==> src/design/tmse_pkg.sv <==
// tmse_pkg: shared constants, codes, types and helper functions
// for the turing machine step engine; depends on nothing
`default_nettype none

package tmse_pkg;

    // sizes
    localparam int NUM_STATES  = 64;
    localparam int TAPE_LEN    = 1024;
    localparam int SYMBOL_BITS = 8;

    localparam int MODE_W   = 3;
    localparam int STATE_W  = 6;
    localparam int DIR_W    = 2;
    localparam int POS_W    = 10;
    localparam int STATUS_W = 2;

    localparam int RULE_DEPTH = NUM_STATES * (2 ** SYMBOL_BITS);
    localparam int RULE_AW    = $clog2(RULE_DEPTH);
    localparam int TAPE_AW    = $clog2(TAPE_LEN);
    localparam int HALF_LEN   = TAPE_LEN / 2;
    localparam int CLR_DEPTH  = (RULE_DEPTH > TAPE_LEN) ? RULE_DEPTH : TAPE_LEN;
    localparam int CLR_W      = $clog2(CLR_DEPTH);

    // symbols
    localparam logic [SYMBOL_BITS-1:0] SYM_WILD  = SYMBOL_BITS'(42);
    localparam logic [SYMBOL_BITS-1:0] SYM_BLANK = SYMBOL_BITS'(95);
    localparam logic [SYMBOL_BITS-1:0] SYM_SPACE = SYMBOL_BITS'(32);

    // item modes
    localparam logic [MODE_W-1:0] MODE_LOAD_RULE = 3'd0;
    localparam logic [MODE_W-1:0] MODE_LOAD_CELL = 3'd1;
    localparam logic [MODE_W-1:0] MODE_MARK_HALT = 3'd2;
    localparam logic [MODE_W-1:0] MODE_START     = 3'd3;
    localparam logic [MODE_W-1:0] MODE_STEP      = 3'd4;
    localparam logic [MODE_W-1:0] MODE_READ_CELL = 3'd5;

    // head moves
    localparam logic [DIR_W-1:0] DIR_LEFT  = 2'd0;
    localparam logic [DIR_W-1:0] DIR_RIGHT = 2'd1;

    // run status
    localparam logic [STATUS_W-1:0] ST_RUN    = 2'd0;
    localparam logic [STATUS_W-1:0] ST_HALT   = 2'd1;
    localparam logic [STATUS_W-1:0] ST_NORULE = 2'd2;
    localparam logic [STATUS_W-1:0] ST_LIMIT  = 2'd3;

    typedef struct packed {
        logic                   valid;
        logic [SYMBOL_BITS-1:0] wsym;
        logic [DIR_W-1:0]       dir;
        logic [STATE_W-1:0]     nxt;
    } rule_ent_t;

    typedef struct packed {
        logic [MODE_W-1:0]        mode;
        logic [STATE_W-1:0]       state_index;
        logic [SYMBOL_BITS-1:0]   match_sym;
        logic [SYMBOL_BITS-1:0]   put_sym;
        logic [DIR_W-1:0]         direction;
        logic [STATE_W-1:0]       goto_state;
        logic signed [POS_W-1:0]  position;
        logic [SYMBOL_BITS-1:0]   symbol;
    } item_t;

    typedef struct packed {
        logic                     load;
        logic [STATUS_W-1:0]      status;
        logic [STATE_W-1:0]       current_state_out;
        logic signed [POS_W-1:0]  head_position;
        logic [SYMBOL_BITS-1:0]   head_sym;
        logic [SYMBOL_BITS-1:0]   cell_symbol;
    } result_t;

    typedef struct packed {
        logic               we;
        logic [RULE_AW-1:0] addr;
        rule_ent_t          data;
    } rule_wr_t;

    typedef struct packed {
        logic                   we;
        logic [TAPE_AW-1:0]     addr;
        logic [SYMBOL_BITS-1:0] data;
    } tape_wr_t;

    // position on the tape, one bit wider than the port so a move can leave it
    function automatic logic pos_ok(input logic signed [POS_W:0] p);
        int v;
        v = int'(p);
        return (v >= -HALF_LEN) && (v < TAPE_LEN - HALF_LEN);
    endfunction

    function automatic logic [TAPE_AW-1:0] tape_idx(input logic signed [POS_W:0] p);
        int v;
        v = int'(p) + HALF_LEN;
        return TAPE_AW'(v);
    endfunction

    function automatic logic state_ok(input logic [STATE_W-1:0] s);
        return int'(s) < NUM_STATES;
    endfunction

    function automatic logic [RULE_AW-1:0] rule_addr(input logic [STATE_W-1:0] s,
                                                     input logic [SYMBOL_BITS-1:0] sym);
        return RULE_AW'({s, sym});
    endfunction

endpackage

`default_nettype wire

==> src/design/tmse_seq.sv <==
// tmse_seq: item sequencer with machine registers, halt marks and clearing pass
// depends on tmse_pkg; drives tmse_rule_ram and tmse_tape_ram
`default_nettype none

module tmse_seq (
    input  wire logic                               clk,
    input  wire logic                               rst_n,
    input  wire logic                               in_fire,
    input  wire tmse_pkg::item_t                    item,
    output logic                                    in_ready,
    input  wire logic                               cfg_we,
    input  wire logic [tmse_pkg::STATE_W-1:0]       cfg_wdata,
    input  wire logic                               slot_free,
    output tmse_pkg::result_t                       res,
    output logic [tmse_pkg::RULE_AW-1:0]            rule_rd_exact,
    output logic [tmse_pkg::RULE_AW-1:0]            rule_rd_fallback,
    input  wire tmse_pkg::rule_ent_t                rule_q_exact,
    input  wire tmse_pkg::rule_ent_t                rule_q_fallback,
    output tmse_pkg::rule_wr_t                      rule_wr,
    output logic [tmse_pkg::TAPE_AW-1:0]            tape_rd_addr,
    input  wire logic [tmse_pkg::SYMBOL_BITS-1:0]   tape_q,
    output tmse_pkg::tape_wr_t                      tape_wr
);
    import tmse_pkg::*;

    localparam logic [2:0] S_CLR  = 3'd0;
    localparam logic [2:0] S_IDLE = 3'd1;
    localparam logic [2:0] S_EX   = 3'd2;
    localparam logic [2:0] S_HS   = 3'd3;
    localparam logic [2:0] S_WB   = 3'd4;

    localparam logic [CLR_W-1:0] CLR_LAST = CLR_W'(CLR_DEPTH - 1);

    logic [2:0]               st_reg, st_next;
    logic [CLR_W-1:0]         clr_cnt_reg, clr_cnt_next;
    item_t                    req_reg;
    logic [STATE_W-1:0]       state_reg, state_next;
    logic signed [POS_W-1:0]  head_reg, head_next;
    logic [STATUS_W-1:0]      status_reg, status_next;
    logic [SYMBOL_BITS-1:0]   head_sym_reg, head_sym_next;
    logic [SYMBOL_BITS-1:0]   cell_reg, cell_next;
    logic [STATE_W-1:0]       init_reg;
    logic [NUM_STATES-1:0]    halt_reg, halt_next;

    rule_ent_t                ent;
    logic                     ent_ok;
    logic signed [POS_W:0]    head_ext;
    logic signed [POS_W:0]    req_pos_ext;
    logic signed [POS_W:0]    np;
    logic                     np_ok;
    logic signed [POS_W:0]    acc_pos;
    logic [SYMBOL_BITS-1:0]   load_sym;

    // fallback sits in the same table at the wildcard slot, written by a rule load whose match symbol is the wildcard
    assign ent = rule_q_exact.valid ? rule_q_exact : rule_q_fallback;
    assign ent_ok = state_ok(state_reg) && ent.valid;

    assign head_ext    = {head_reg[POS_W-1], head_reg};
    assign req_pos_ext = {req_reg.position[POS_W-1], req_reg.position};

    always_comb
    begin
        case (ent.dir)
            DIR_LEFT:  np = head_ext - (POS_W+1)'(1);
            DIR_RIGHT: np = head_ext + (POS_W+1)'(1);
            default:   np = head_ext;
        endcase
    end
    assign np_ok = pos_ok(np);

    assign load_sym = (req_reg.symbol == SYM_SPACE) ? SYM_BLANK : req_reg.symbol;

    assign in_ready = (st_reg == S_IDLE) || ((st_reg == S_WB) && slot_free);

    // reads for the next item go out in the cycle it is taken
    assign rule_rd_exact    = rule_addr(state_reg, head_sym_reg);
    assign rule_rd_fallback = rule_addr(state_reg, SYM_WILD);
    assign acc_pos = (item.mode == MODE_START) ? '0 : {item.position[POS_W-1], item.position};
    assign tape_rd_addr = (st_reg == S_EX) ? tape_idx(np) : tape_idx(acc_pos);

    always_comb
    begin
        st_next       = st_reg;
        clr_cnt_next  = clr_cnt_reg;
        state_next    = state_reg;
        head_next     = head_reg;
        status_next   = status_reg;
        head_sym_next = head_sym_reg;
        cell_next     = cell_reg;
        halt_next     = halt_reg;
        rule_wr       = '0;
        tape_wr       = '0;
        res           = '0;

        case (st_reg)
            S_CLR:
            begin
                rule_wr.we   = 1'b1;
                rule_wr.addr = clr_cnt_reg[RULE_AW-1:0];
                tape_wr.we   = 1'b1;
                tape_wr.addr = clr_cnt_reg[TAPE_AW-1:0];
                tape_wr.data = SYM_BLANK;
                clr_cnt_next = clr_cnt_reg + CLR_W'(1);
                if (clr_cnt_reg == CLR_LAST)
                begin
                    st_next = S_IDLE;
                end
            end
            S_IDLE:
            begin
                if (in_fire)
                begin
                    st_next = S_EX;
                end
            end
            S_EX:
            begin
                st_next   = S_WB;
                cell_next = '0;
                case (req_reg.mode)
                    MODE_LOAD_RULE:
                    begin
                        if (state_ok(req_reg.state_index))
                        begin
                            rule_wr.we        = 1'b1;
                            rule_wr.addr      = rule_addr(req_reg.state_index,
                                                          req_reg.match_sym);
                            rule_wr.data.valid = 1'b1;
                            rule_wr.data.wsym = req_reg.put_sym;
                            rule_wr.data.dir  = req_reg.direction;
                            rule_wr.data.nxt  = req_reg.goto_state;
                        end
                    end
                    MODE_LOAD_CELL:
                    begin
                        if (pos_ok(req_pos_ext))
                        begin
                            tape_wr.we   = 1'b1;
                            tape_wr.addr = tape_idx(req_pos_ext);
                            tape_wr.data = load_sym;
                            if (req_reg.position == head_reg)
                            begin
                                head_sym_next = load_sym;
                            end
                        end
                    end
                    MODE_MARK_HALT:
                    begin
                        if (state_ok(req_reg.state_index))
                        begin
                            halt_next[req_reg.state_index] = 1'b1;
                        end
                    end
                    MODE_START:
                    begin
                        state_next    = init_reg;
                        head_next     = '0;
                        status_next   = ST_RUN;
                        head_sym_next = tape_q;
                    end
                    MODE_STEP:
                    begin
                        if (status_reg == ST_RUN)
                        begin
                            if (!ent_ok)
                            begin
                                status_next = ST_NORULE;
                            end
                            else if (!np_ok)
                            begin
                                status_next = ST_LIMIT;
                            end
                            else
                            begin
                                if (ent.wsym != SYM_WILD)
                                begin
                                    tape_wr.we   = 1'b1;
                                    tape_wr.addr = tape_idx(head_ext);
                                    tape_wr.data = ent.wsym;
                                end
                                head_next  = np[POS_W-1:0];
                                state_next = ent.nxt;
                                if (state_ok(ent.nxt) && halt_reg[ent.nxt])
                                begin
                                    status_next = ST_HALT;
                                end
                                if (ent.dir == DIR_LEFT || ent.dir == DIR_RIGHT)
                                begin
                                    // new cell comes back from the read issued here
                                    st_next = S_HS;
                                end
                                else if (ent.wsym != SYM_WILD)
                                begin
                                    head_sym_next = ent.wsym;
                                end
                            end
                        end
                    end
                    MODE_READ_CELL:
                    begin
                        cell_next = pos_ok(req_pos_ext) ? tape_q : SYM_BLANK;
                    end
                    default:
                    begin
                    end
                endcase
            end
            S_HS:
            begin
                head_sym_next = tape_q;
                st_next       = S_WB;
            end
            S_WB:
            begin
                if (slot_free)
                begin
                    res.load              = 1'b1;
                    res.status            = status_reg;
                    res.current_state_out = state_reg;
                    res.head_position     = head_reg;
                    res.head_sym          = head_sym_reg;
                    res.cell_symbol       = cell_reg;
                    st_next               = in_fire ? S_EX : S_IDLE;
                end
            end
            default:
            begin
                st_next = S_IDLE;
            end
        endcase
    end

    always_ff @(posedge clk or negedge rst_n)
    begin
        if (!rst_n)
        begin
            st_reg       <= S_CLR;
            clr_cnt_reg  <= '0;
            state_reg    <= '0;
            head_reg     <= '0;
            status_reg   <= ST_RUN;
            head_sym_reg <= SYM_BLANK;
            init_reg     <= '0;
            halt_reg     <= '0;
        end
        else
        begin
            st_reg       <= st_next;
            clr_cnt_reg  <= clr_cnt_next;
            state_reg    <= state_next;
            head_reg     <= head_next;
            status_reg   <= status_next;
            head_sym_reg <= head_sym_next;
            halt_reg     <= halt_next;
            if (cfg_we)
            begin
                init_reg <= cfg_wdata;
            end
        end
    end

    always_ff @(posedge clk)
    begin
        cell_reg <= cell_next;
        if (in_fire)
        begin
            req_reg <= item;
        end
    end

    // machine registers only move while an item executes
    assert property (@(posedge clk) disable iff (!rst_n)
        (st_reg != S_EX && st_reg != S_HS) |=>
            ($stable(status_reg) && $stable(state_reg) && $stable(head_reg)))
        else $error("machine state changed outside execution");

    // a stopped machine ignores steps
    assert property (@(posedge clk) disable iff (!rst_n)
        (st_reg == S_EX && req_reg.mode == MODE_STEP && status_reg != ST_RUN) |=>
            ($stable(status_reg) && $stable(state_reg) && $stable(head_reg)))
        else $error("step ran on a stopped machine");

    // moving step reads the new cell at an address other than the one written
    assert property (@(posedge clk) disable iff (!rst_n)
        (st_reg == S_EX && tape_wr.we && req_reg.mode == MODE_STEP && st_next == S_HS)
            |-> (tape_wr.addr != tape_rd_addr))
        else $error("tape read and write collide on a move");

    // clearing pass covers every entry before items are taken
    assert property (@(posedge clk) disable iff (!rst_n)
        (st_reg == S_CLR && st_next != S_CLR) |-> (clr_cnt_reg == CLR_LAST))
        else $error("clearing pass ended early");

    // a result is only pushed into a free output slot
    assert property (@(posedge clk) disable iff (!rst_n)
        res.load |-> (slot_free && st_reg == S_WB))
        else $error("result loaded into a busy output");

endmodule

`default_nettype wire

==> config.mk <==
export PLATFORM = sky130hd
export DESIGN_NAME = tmse_seq
export DESIGN_NICKNAME = d
export VERILOG_FILES = /design/src/design/tmse_pkg.sv /design/src/design/tmse_seq.sv
export SDC_FILE = /design/constraint.sdc
export NUM_CORES = 1
export LEC_CHECK = 0
export ABC_AREA = 1
export CAP_MARGIN = 30
export CORE_MARGIN = 3
export CORE_UTILIZATION = 60
export CTS_CLUSTER_DIAMETER = 40
export DETAILED_ROUTE_END_ITERATION = 8
export DONT_BUFFER_PORTS = 1
export GPL_TIMING_DRIVEN = 1
export HOLD_SLACK_MARGIN = 0.05
export PLACE_DENSITY_LB_ADDON = 0.2
export RECOVER_POWER = 25
export SLEW_MARGIN = 20
export SYNTH_ARGS = -nofsm -noshare
export SYNTH_HDL_FRONTEND = slang
export SYNTH_SLANG_ARGS = --single-unit
==> constraint.sdc <==
create_clock -name clk -period 4.9 [get_ports clk]
set_input_delay 0 -clock clk [delete_from_list [all_inputs] [get_ports clk]]
set_output_delay 0 -clock clk [all_outputs]
set_load 0.01 [all_outputs]
Word level (Yosys, flattened, before mapping)
Index checks and enable logic that the tools add are counted.
- flip-flop bits (word level): 172
- input port bits: 104
- output and inout port bits: 125
- word-level logic and storage cells: 135
- add/sub/neg operators: 7
- order comparisons: 7
- eq/ne operators: 30
- multiplexer cells: 54
- bitwise operators: 1
- reductions and logical operators: 18
- operators with widths (kind ; count):
    19-bit 2-to-1 mux ; 5
    19-bit one-hot mux with 2 select lines ; 2
    35-bit 2-to-1 mux ; 2
    8-bit 2-to-1 mux ; 8
    64-bit bitwise OR ; 1
    10-bit 2-to-1 mux ; 5
    10-bit adder (second input constant) ; 4
    17-bit 2-to-1 mux ; 2
    32-bit 2-to-1 mux ; 1
    15-bit one-hot mux with 2 select lines ; 1
    3-bit 2-to-1 mux ; 8
    8-bit one-hot mux with 3 select lines ; 1
    11-bit one-hot mux with 2 select lines ; 1
    3-bit != test (second input constant) ; 7
    10-bit one-hot mux with 2 select lines ; 1
    6-bit 2-to-1 mux ; 3
    8-bit one-hot mux with 2 select lines ; 1
    3-bit by 2-bit equality test with 1-bit output (second input constant) ; 5
    3-bit one-hot mux with 5 select lines ; 1
    14-bit by 1-bit adder with 14-bit output (second input constant) ; 1
    14-bit equality test (second input constant) ; 1
    6-bit by 7-bit less-than comparator with 1-bit output (second input constant) ; 2
    2-bit != test (second input constant) ; 6
    6-bit one-hot mux with 2 select lines ; 1
    31 further kinds ; 47

Logic depth before layout (Yosys ltp)
- depth after elaboration: 10
- mapped depth: 23
- mapped depth without buffers: 21

Worst setup path after synthesis
Ideal clock, no wire load.
- path type: input -> register
- from: input rule_q_exact[16] (netlist name)
- to: register state_reg[4]
- setup time: 127 ps
- data arrival time: 2552 ps
- required time: 4773 ps
- setup slack: 2221 ps
- stages: 20
- buffers on the path: 3
- cells stage by stage: buf_4 -> inv_4 -> o21ai_2 -> buf_2 -> nand2_1 -> ha_1 -> nand2_1 -> nor2_1 -> nand3_1 -> nand3_1 -> nand2_1 -> nand2_1 -> nand2_1 -> nand3_2 -> nand2_2 -> nand2_1 -> nand2_1 -> buf_4 -> nand2_1 -> o21ai_0
- cells in the longest elaborated chain, start to end: 7
- elaborated cells between the ends (all ways): 14
- those cells by class: 2 x order compare; 3 x eq/ne; 6 x mux; 3 x reduce/logical
- RTL lines (element ; RTL line ; RTL):
    from (decl) ; tmse_seq.sv:17 ; input wire tmse_pkg::rule_ent_t rule_q_exact,
    17-bit 2-to-1 mux * ; tmse_seq.sv:55 ; assign ent = rule_q_exact.valid ? rule_q_exact : rule_q_fallback;
    2-bit by 1-bit equality test with 1-bit output or 2-bit zero test (tied branches) ; tmse_seq.sv:63 ; case (ent.dir)
    11-bit one-hot mux with 2 select lines ; tmse_seq.sv:63 ;
    11-bit by 10-bit >= comparator with 1-bit output or 11-bit less-than comparator (tied branches) ; tmse_pkg.sv:91 ; return (v >= -HALF_LEN) && (v < TAPE_LEN - HALF_LEN);
    1-bit logical AND ; tmse_pkg.sv:91 ;
    2-bit != test (no line) ; - ;
    5-bit AND reduction (no line) ; - ;
    to (signal assigned) ; tmse_seq.sv:250 ; state_reg <= state_next;
    to (decl) ; tmse_seq.sv:37 ; logic [STATE_W-1:0] state_reg, state_next;
Mark *: on every way between the ends. The rest lies on a longest branch, timed or not. The select of a mux whose other input is x is not followed.
A chain may end at the register's enable or synchronous reset.

==> report_table.html <==
<table>
<tr><th>Metric</th><th>Value</th></tr>
<tr><th colspan="2">Worst setup path</th></tr>
<tr><td>Worst Path Class, Setup</td><td>in -&gt; out</td></tr>
<tr><td>Worst Reg2Reg Path Length in Cells</td><td>7</td></tr>
<tr><td>CP Launch Point</td><td>rule_q_exact[16]</td></tr>
<tr><td>Worst R2R Setup Slack</td><td>between 1500 and 2000 ps</td></tr>
<tr><td>Data arrival at the endpoint of the critical path</td><td>3410 ps</td></tr>
<tr><td>Reg-to-reg startpoint</td><td>st_reg[2]</td></tr>
<tr><td>Crit path launch type</td><td>primary input</td></tr>
<tr><td>Worst reg2reg endpoint</td><td>halt_reg[0]</td></tr>
<tr><td>Critical Path End</td><td>tape_wr[17]</td></tr>
<tr><td>Required time of the critical path</td><td>around 5000 ps</td></tr>
<tr><td>Sort of element at the end of the critical path</td><td>primary output</td></tr>
<tr><td>Biggest fanout along the worst timing path</td><td>20</td></tr>
<tr><th colspan="2">Timing</th></tr>
<tr><td>Setup repair after global routing missed its margin</td><td>false</td></tr>
<tr><td>Slew Viols, Final</td><td>114</td></tr>
<tr><td>Setup_tns</td><td>0 ps</td></tr>
<tr><td>Worst setup margin</td><td>between 1000 and 1500 ps</td></tr>
<tr><td>Actual slew at the worst max-slew pin</td><td>around 2800 ps</td></tr>
<tr><td>Hold Vio Cnt, Final</td><td>0</td></tr>
<tr><td>Final period demand of the worst path</td><td>~3400 ps</td></tr>
<tr><td>Worst slew margin relative to its limit</td><td>-0.848</td></tr>
<tr><td>Period utilisation layout</td><td>0.695</td></tr>
<tr><td>Achievable Freq</td><td>0.294 GHz</td></tr>
<tr><td>Worst Clk Skew</td><td>roughly 9.1 ps</td></tr>
<tr><td>Total setup violations reported at the end of the flow</td><td>0</td></tr>
<tr><th colspan="2">Synth</th></tr>
<tr><td>Most frequently used flop master after synthesis</td><td>sky130_fd_sc_hd__dfrtp_1</td></tr>
<tr><td>Post-synthesis instance total</td><td>approximately 1,200</td></tr>
<tr><td>Part of the Yosys area used for sequential elements</td><td>0.483</td></tr>
<tr><td>Post-synthesis async set-or-reset flop share</td><td>0.657</td></tr>
<tr><td>Number of synthesized flops with an enable pin</td><td>59</td></tr>
<tr><td>Number of unique standard cell types used by synthesis</td><td>approximately 50</td></tr>
<tr><td>Post-synthesis instance area</td><td>about 9500 um2</td></tr>
<tr><td>Total of flip-flops plus latches after synthesis</td><td>about 170</td></tr>
<tr><td>Number of warnings issued by yosys</td><td>0</td></tr>
<tr><td>Mapped Avg Cell Area</td><td>7.86 um2</td></tr>
<tr><th colspan="2">Finish</th></tr>
<tr><td>Area added between synthesis and finish</td><td>15.7%</td></tr>
<tr><td>Flip-flop count of the largest register, all copies and words added</td><td>64</td></tr>
<tr><td>Final instance area</td><td>11,000 um2</td></tr>
<tr><td>Storage cell area</td><td>~4600 um2</td></tr>
<tr><td>Fill cell count</td><td>1,222</td></tr>
<tr><td>Share of post-route cells with drive strength above 1</td><td>0.0714</td></tr>
<tr><td>Count of antenna diodes in the layout</td><td>0</td></tr>
<tr><td>Multi-input combinational cell area</td><td>~4000 um2</td></tr>
<tr><td>Final Net Count</td><td>about 1,400</td></tr>
<tr><th colspan="2">Global route</th></tr>
<tr><td>Met1 track demand over resource in global routing</td><td>0.442</td></tr>
<tr><td>Total GRT Usage</td><td>0.319</td></tr>
<tr><td>Antenna violations before repair</td><td>1</td></tr>
<tr><td>Largest net degree at the start of global routing</td><td>114</td></tr>
<tr><td>Routing usage on met3</td><td>0.0771</td></tr>
<tr><td>Via count of the first global-routing pass</td><td>around 8,000</td></tr>
<tr><td>Remaining global-route overflow</td><td>0</td></tr>
<tr><td>GR Layer Usage met2</td><td>0.502</td></tr>
<tr><td>Most Crowded Layer GR</td><td>met2</td></tr>
<tr><td>Wire length of the first global-routing pass</td><td>around 44,000 um</td></tr>
<tr><th colspan="2">Die</th></tr>
<tr><td>Number of primary I/O pins</td><td>between 200 and 250</td></tr>
<tr><td>Die Footprint</td><td>roughly 17,000 um2</td></tr>
<tr><td>Height of the die</td><td>about 130 um</td></tr>
<tr><td>Number of rows created at floorplan</td><td>45</td></tr>
<tr><td>Die span in x</td><td>132 um</td></tr>
<tr><td>Area of the core</td><td>15,400 um2</td></tr>
<tr><td>Initial standard-cell utilization of the core</td><td>0.621</td></tr>
<tr><th colspan="2">Clock tree</th></tr>
<tr><td>Clock Path Buffers</td><td>2</td></tr>
<tr><td>Post-CTS repair timing setup buffer count</td><td>0</td></tr>
<tr><td>H-Tree Level Count</td><td>4</td></tr>
<tr><td>CTS buffer count</td><td>17</td></tr>
<tr><td>Clock edge transition at the registers on the reported setup and hold paths</td><td>around 70 ps</td></tr>
<tr><td>Post-cts sizing count</td><td>0</td></tr>
<tr><td>Clock insertion delay at the later pin of the skew report</td><td>between 400 and 500 ps</td></tr>
<tr><td>CTS tree</td><td>done</td></tr>
<tr><td>Clk sinks</td><td>approximately 170</td></tr>
<tr><td>Cell at the root of the clock tree</td><td>sky130_fd_sc_hd__clkbuf_16</td></tr>
<tr><th colspan="2">Route</th></tr>
<tr><td>Final routed wirelength across all metal layers</td><td>27,900 um</td></tr>
<tr><td>DRC violations left</td><td>0</td></tr>
<tr><td>First-pass iteration count of the detailed router</td><td>5</td></tr>
<tr><td>Number of nets with antenna violations after routing</td><td>0</td></tr>
<tr><td>Vias</td><td>between 8,000 and 9,000</td></tr>
<tr><td>Routed length per placed instance</td><td>between 15 and 20 um</td></tr>
<tr><td>Starting DRT DRC Count</td><td>a little under 800</td></tr>
<tr><td>Mean number of vias per cell</td><td>about 5.7</td></tr>
<tr><th colspan="2">Run status</th></tr>
<tr><td>Violated checks</td><td>capacitance limit, slew limit</td></tr>
<tr><td>Result of the run</td><td>complete, but fails checks</td></tr>
<tr><th colspan="2">Pwr</th></tr>
<tr><td>Worst vdd ir</td><td>between 200 and 300 uV</td></tr>
<tr><td>Leakage power figure</td><td>approximately 5 nW</td></tr>
<tr><td>Power per unit of standard cell area</td><td>298 nW/um2</td></tr>
<tr><th colspan="2">Place</th></tr>
<tr><td>Area post-placement</td><td>around 9600 um2</td></tr>
<tr><td>I/O Buffers</td><td>0</td></tr>
<tr><td>Routability-driven placement congestion ratio</td><td>about 0.96</td></tr>
<tr><td>Worst-case setup slack after placement</td><td>959 ps</td></tr>
<tr><td>Estimated wirelength of the detail-placed design</td><td>about 19,000 um</td></tr>
<tr><th colspan="2">Run</th></tr>
<tr><td>Count of maximum capacitance violations</td><td>1</td></tr>
<tr><th colspan="2">Min path</th></tr>
<tr><td>Tightest Hold Check Type</td><td>in -&gt; reg</td></tr>
</table>
## final cells by class
type                       instances  share of cell area
clock buffer                      17              0.0385
clock inverter                    15              0.0162
inverter                         159              0.0543
multi-input combinational        840               0.369
sequential                       172               0.417
tap                              211              0.0239
timing repair buffer              86              0.0805
## per-layer routing
| layer | part of all wire | wire, um |
|---|---|---|
| met2 | 0.46 | 13000 |
| met1 | 0.41 | 11500 |
| met4 | 0.028 | 792 |
| met3 | 0.096 | 2680 |
| met5 | 0.00047 | 13 |
## logic make-up (layout without fill, tap and decap cells)
logic type,count (synthesis),count (layout),synth area share
simple gates,604,604,0.271
xor+xnor,25,25,0.0229
other cells,2,8,0.000787
compound gates,181,181,0.101
flops,172,172,0.483
mux,8,8,0.00918
buf+inv,208,277,0.0927
fa+ha+maj,14,14,0.0191
## report_power, final
group / switching (mW) / internal [mW] / leakage, nW / total [mW]
Clock: 0.607 / 0.770 / 0.286 / 1.38
Combinational: 0.228 / 0.127 / 2.56 / 0.355
Sequential: 0.0241 / 1.53 / 2.10 / 1.56
Total: 0.859 / 2.43 / 4.95 / 3.29
## per-stage QoR
| stage | power (mW) | instances | hold WS, ps | utilization |
|---|---|---|---|---|
| 4_1_cts | 3.29 | 1498 | 51.9 | 0.718 |
| 5_1_grt | 3.40 | 1500 | 104 | 0.718 |
| 2_1_floorplan | 1.78 | 1220 | -296 | - |
| 3_5_place_dp | 1.84 | 1386 | -291 | 0.624 |
| 6_report | 3.29 | 1500 | 79.7 | 0.718 |
| 3_3_place_gp | 1.84 | 1383 | -291 | 0.622 |
## cells in the final DEF (no fill, tap or decap), types with 2 or more instances in the layout
master / netlist / layout
sky130_fd_sc_hd__edfxtp_1: 59 / 59
sky130_fd_sc_hd__dfstp_2: 6 / 6
sky130_fd_sc_hd__mux2_2: 6 / 6
sky130_fd_sc_hd__conb_1: 2 / 8
sky130_fd_sc_hd__nand2_2: 3 / 3
sky130_fd_sc_hd__mux2i_1: 2 / 2
sky130_fd_sc_hd__inv_8: 0 / 3
sky130_fd_sc_hd__o21ai_1: 15 / 15
sky130_fd_sc_hd__nand2_1: 347 / 347
sky130_fd_sc_hd__nand4_1: 8 / 8
sky130_fd_sc_hd__inv_1: 150 / 150
sky130_fd_sc_hd__nand3_1: 116 / 116
sky130_fd_sc_hd__clkinvlp_4: 0 / 2
sky130_fd_sc_hd__or2_2: 12 / 12
sky130_fd_sc_hd__clkbuf_16: 0 / 17
sky130_fd_sc_hd__buf_4: 20 / 2
sky130_fd_sc_hd__nor2_2: 3 / 3
sky130_fd_sc_hd__ha_1: 13 / 13
sky130_fd_sc_hd__o21ai_0: 131 / 131
sky130_fd_sc_hd__nand3_2: 3 / 3
sky130_fd_sc_hd__dfrtp_1: 107 / 107
sky130_fd_sc_hd__clkinv_1: 3 / 3
sky130_fd_sc_hd__xor2_1: 21 / 21
sky130_fd_sc_hd__dlygate4sd3_1: 0 / 78
sky130_fd_sc_hd__bufinv_16: 0 / 2
sky130_fd_sc_hd__a21oi_1: 18 / 18
sky130_fd_sc_hd__nor3_1: 4 / 3
sky130_fd_sc_hd__nor2_1: 94 / 94
sky130_fd_sc_hd__inv_2: 5 / 5
sky130_fd_sc_hd__o22ai_1: 5 / 5
sky130_fd_sc_hd__nor3_2: 1 / 2
sky130_fd_sc_hd__o21ai_2: 5 / 5
sky130_fd_sc_hd__o21bai_1: 2 / 2
sky130_fd_sc_hd__buf_8: 0 / 4
sky130_fd_sc_hd__xnor2_1: 4 / 4
sky130_fd_sc_hd__clkinvlp_2: 0 / 2
sky130_fd_sc_hd__nor4_1: 5 / 5
sky130_fd_sc_hd__inv_6: 0 / 5
## synthesized netlist by cell type (2+ instances only)
| cell type | n | area share |
|---|---|---|
| sky130_fd_sc_hd__buf_1 | 4 | 0.0016 |
| sky130_fd_sc_hd__conb_1 | 2 | 0.00079 |
| sky130_fd_sc_hd__buf_2 | 9 | 0.0047 |
| sky130_fd_sc_hd__or2_2 | 12 | 0.0079 |
| sky130_fd_sc_hd__xor2_1 | 21 | 0.019 |
| sky130_fd_sc_hd__o21ai_0 | 131 | 0.069 |
| sky130_fd_sc_hd__clkinv_1 | 3 | 0.0012 |
| sky130_fd_sc_hd__o21bai_1 | 2 | 0.0016 |
| sky130_fd_sc_hd__nor4_1 | 5 | 0.0033 |
| sky130_fd_sc_hd__o22ai_1 | 5 | 0.0033 |
| sky130_fd_sc_hd__nand2_1 | 347 | 0.14 |
| sky130_fd_sc_hd__buf_6 | 2 | 0.0024 |
| sky130_fd_sc_hd__xnor2_1 | 4 | 0.0037 |
| sky130_fd_sc_hd__ha_1 | 13 | 0.017 |
| sky130_fd_sc_hd__inv_1 | 150 | 0.059 |
| sky130_fd_sc_hd__buf_4 | 20 | 0.016 |
| sky130_fd_sc_hd__clkbuf_1 | 14 | 0.0055 |
| sky130_fd_sc_hd__nor2_1 | 94 | 0.037 |
| sky130_fd_sc_hd__nand3_1 | 116 | 0.061 |
| sky130_fd_sc_hd__a21oi_1 | 18 | 0.0094 |
| sky130_fd_sc_hd__nand4_1 | 8 | 0.0052 |
| sky130_fd_sc_hd__nor2_2 | 3 | 0.0020 |
| sky130_fd_sc_hd__mux2_2 | 6 | 0.0071 |
| sky130_fd_sc_hd__inv_2 | 5 | 0.0020 |
| sky130_fd_sc_hd__nand2_2 | 3 | 0.0020 |
| sky130_fd_sc_hd__dfrtp_1 | 107 | 0.28 |
| sky130_fd_sc_hd__nor3_1 | 4 | 0.0021 |
| sky130_fd_sc_hd__mux2i_1 | 2 | 0.0021 |
| sky130_fd_sc_hd__o21ai_1 | 15 | 0.0079 |
| sky130_fd_sc_hd__dfstp_2 | 6 | 0.017 |
| sky130_fd_sc_hd__nand3_2 | 3 | 0.0031 |
| sky130_fd_sc_hd__o21ai_2 | 5 | 0.0046 |
| sky130_fd_sc_hd__edfxtp_1 | 59 | 0.19 |
## worst min-delay path by stage
stage                  startpoint             end  slack [ps]  depth (start not counted)
4_1_cts          rule_q_exact[16]   status_reg[1]          50                          7
6_report       rule_q_fallback[5]    state_reg[5]          80                          4
5_1_grt                 slot_free          res[6]         100                          2
3_5_place_dp                rst_n    halt_reg[41]        -290                          0
3_3_place_gp                rst_n    halt_reg[47]        -290                          0
2_1_floorplan               rst_n  clr_cnt_reg[0]        -300                          0
## worst max-delay path, stage by stage
cell and delay (ps):
sky130_fd_sc_hd__inv_4 50, sky130_fd_sc_hd__o21ai_2 590, sky130_fd_sc_hd__nand2_1 530, sky130_fd_sc_hd__ha_1 570
sky130_fd_sc_hd__nand2_1 100, sky130_fd_sc_hd__nor2_1 140, sky130_fd_sc_hd__nand3_1 130, sky130_fd_sc_hd__nand3_1 130
sky130_fd_sc_hd__nand2_1 60, sky130_fd_sc_hd__nand2_1 50, sky130_fd_sc_hd__nand2_1 60, sky130_fd_sc_hd__nand3_2 110
sky130_fd_sc_hd__nand3_2 200, sky130_fd_sc_hd__o21ai_0 370, sky130_fd_sc_hd__nand2_1 140, sky130_fd_sc_hd__nand2_1 160
## what timing repair did
item	CTS	global route
endpoints found under the setup margin	0	0
hold buffers	80	0
hold endpoints to repair	243	0
Power figures use the tool's default switching activity.
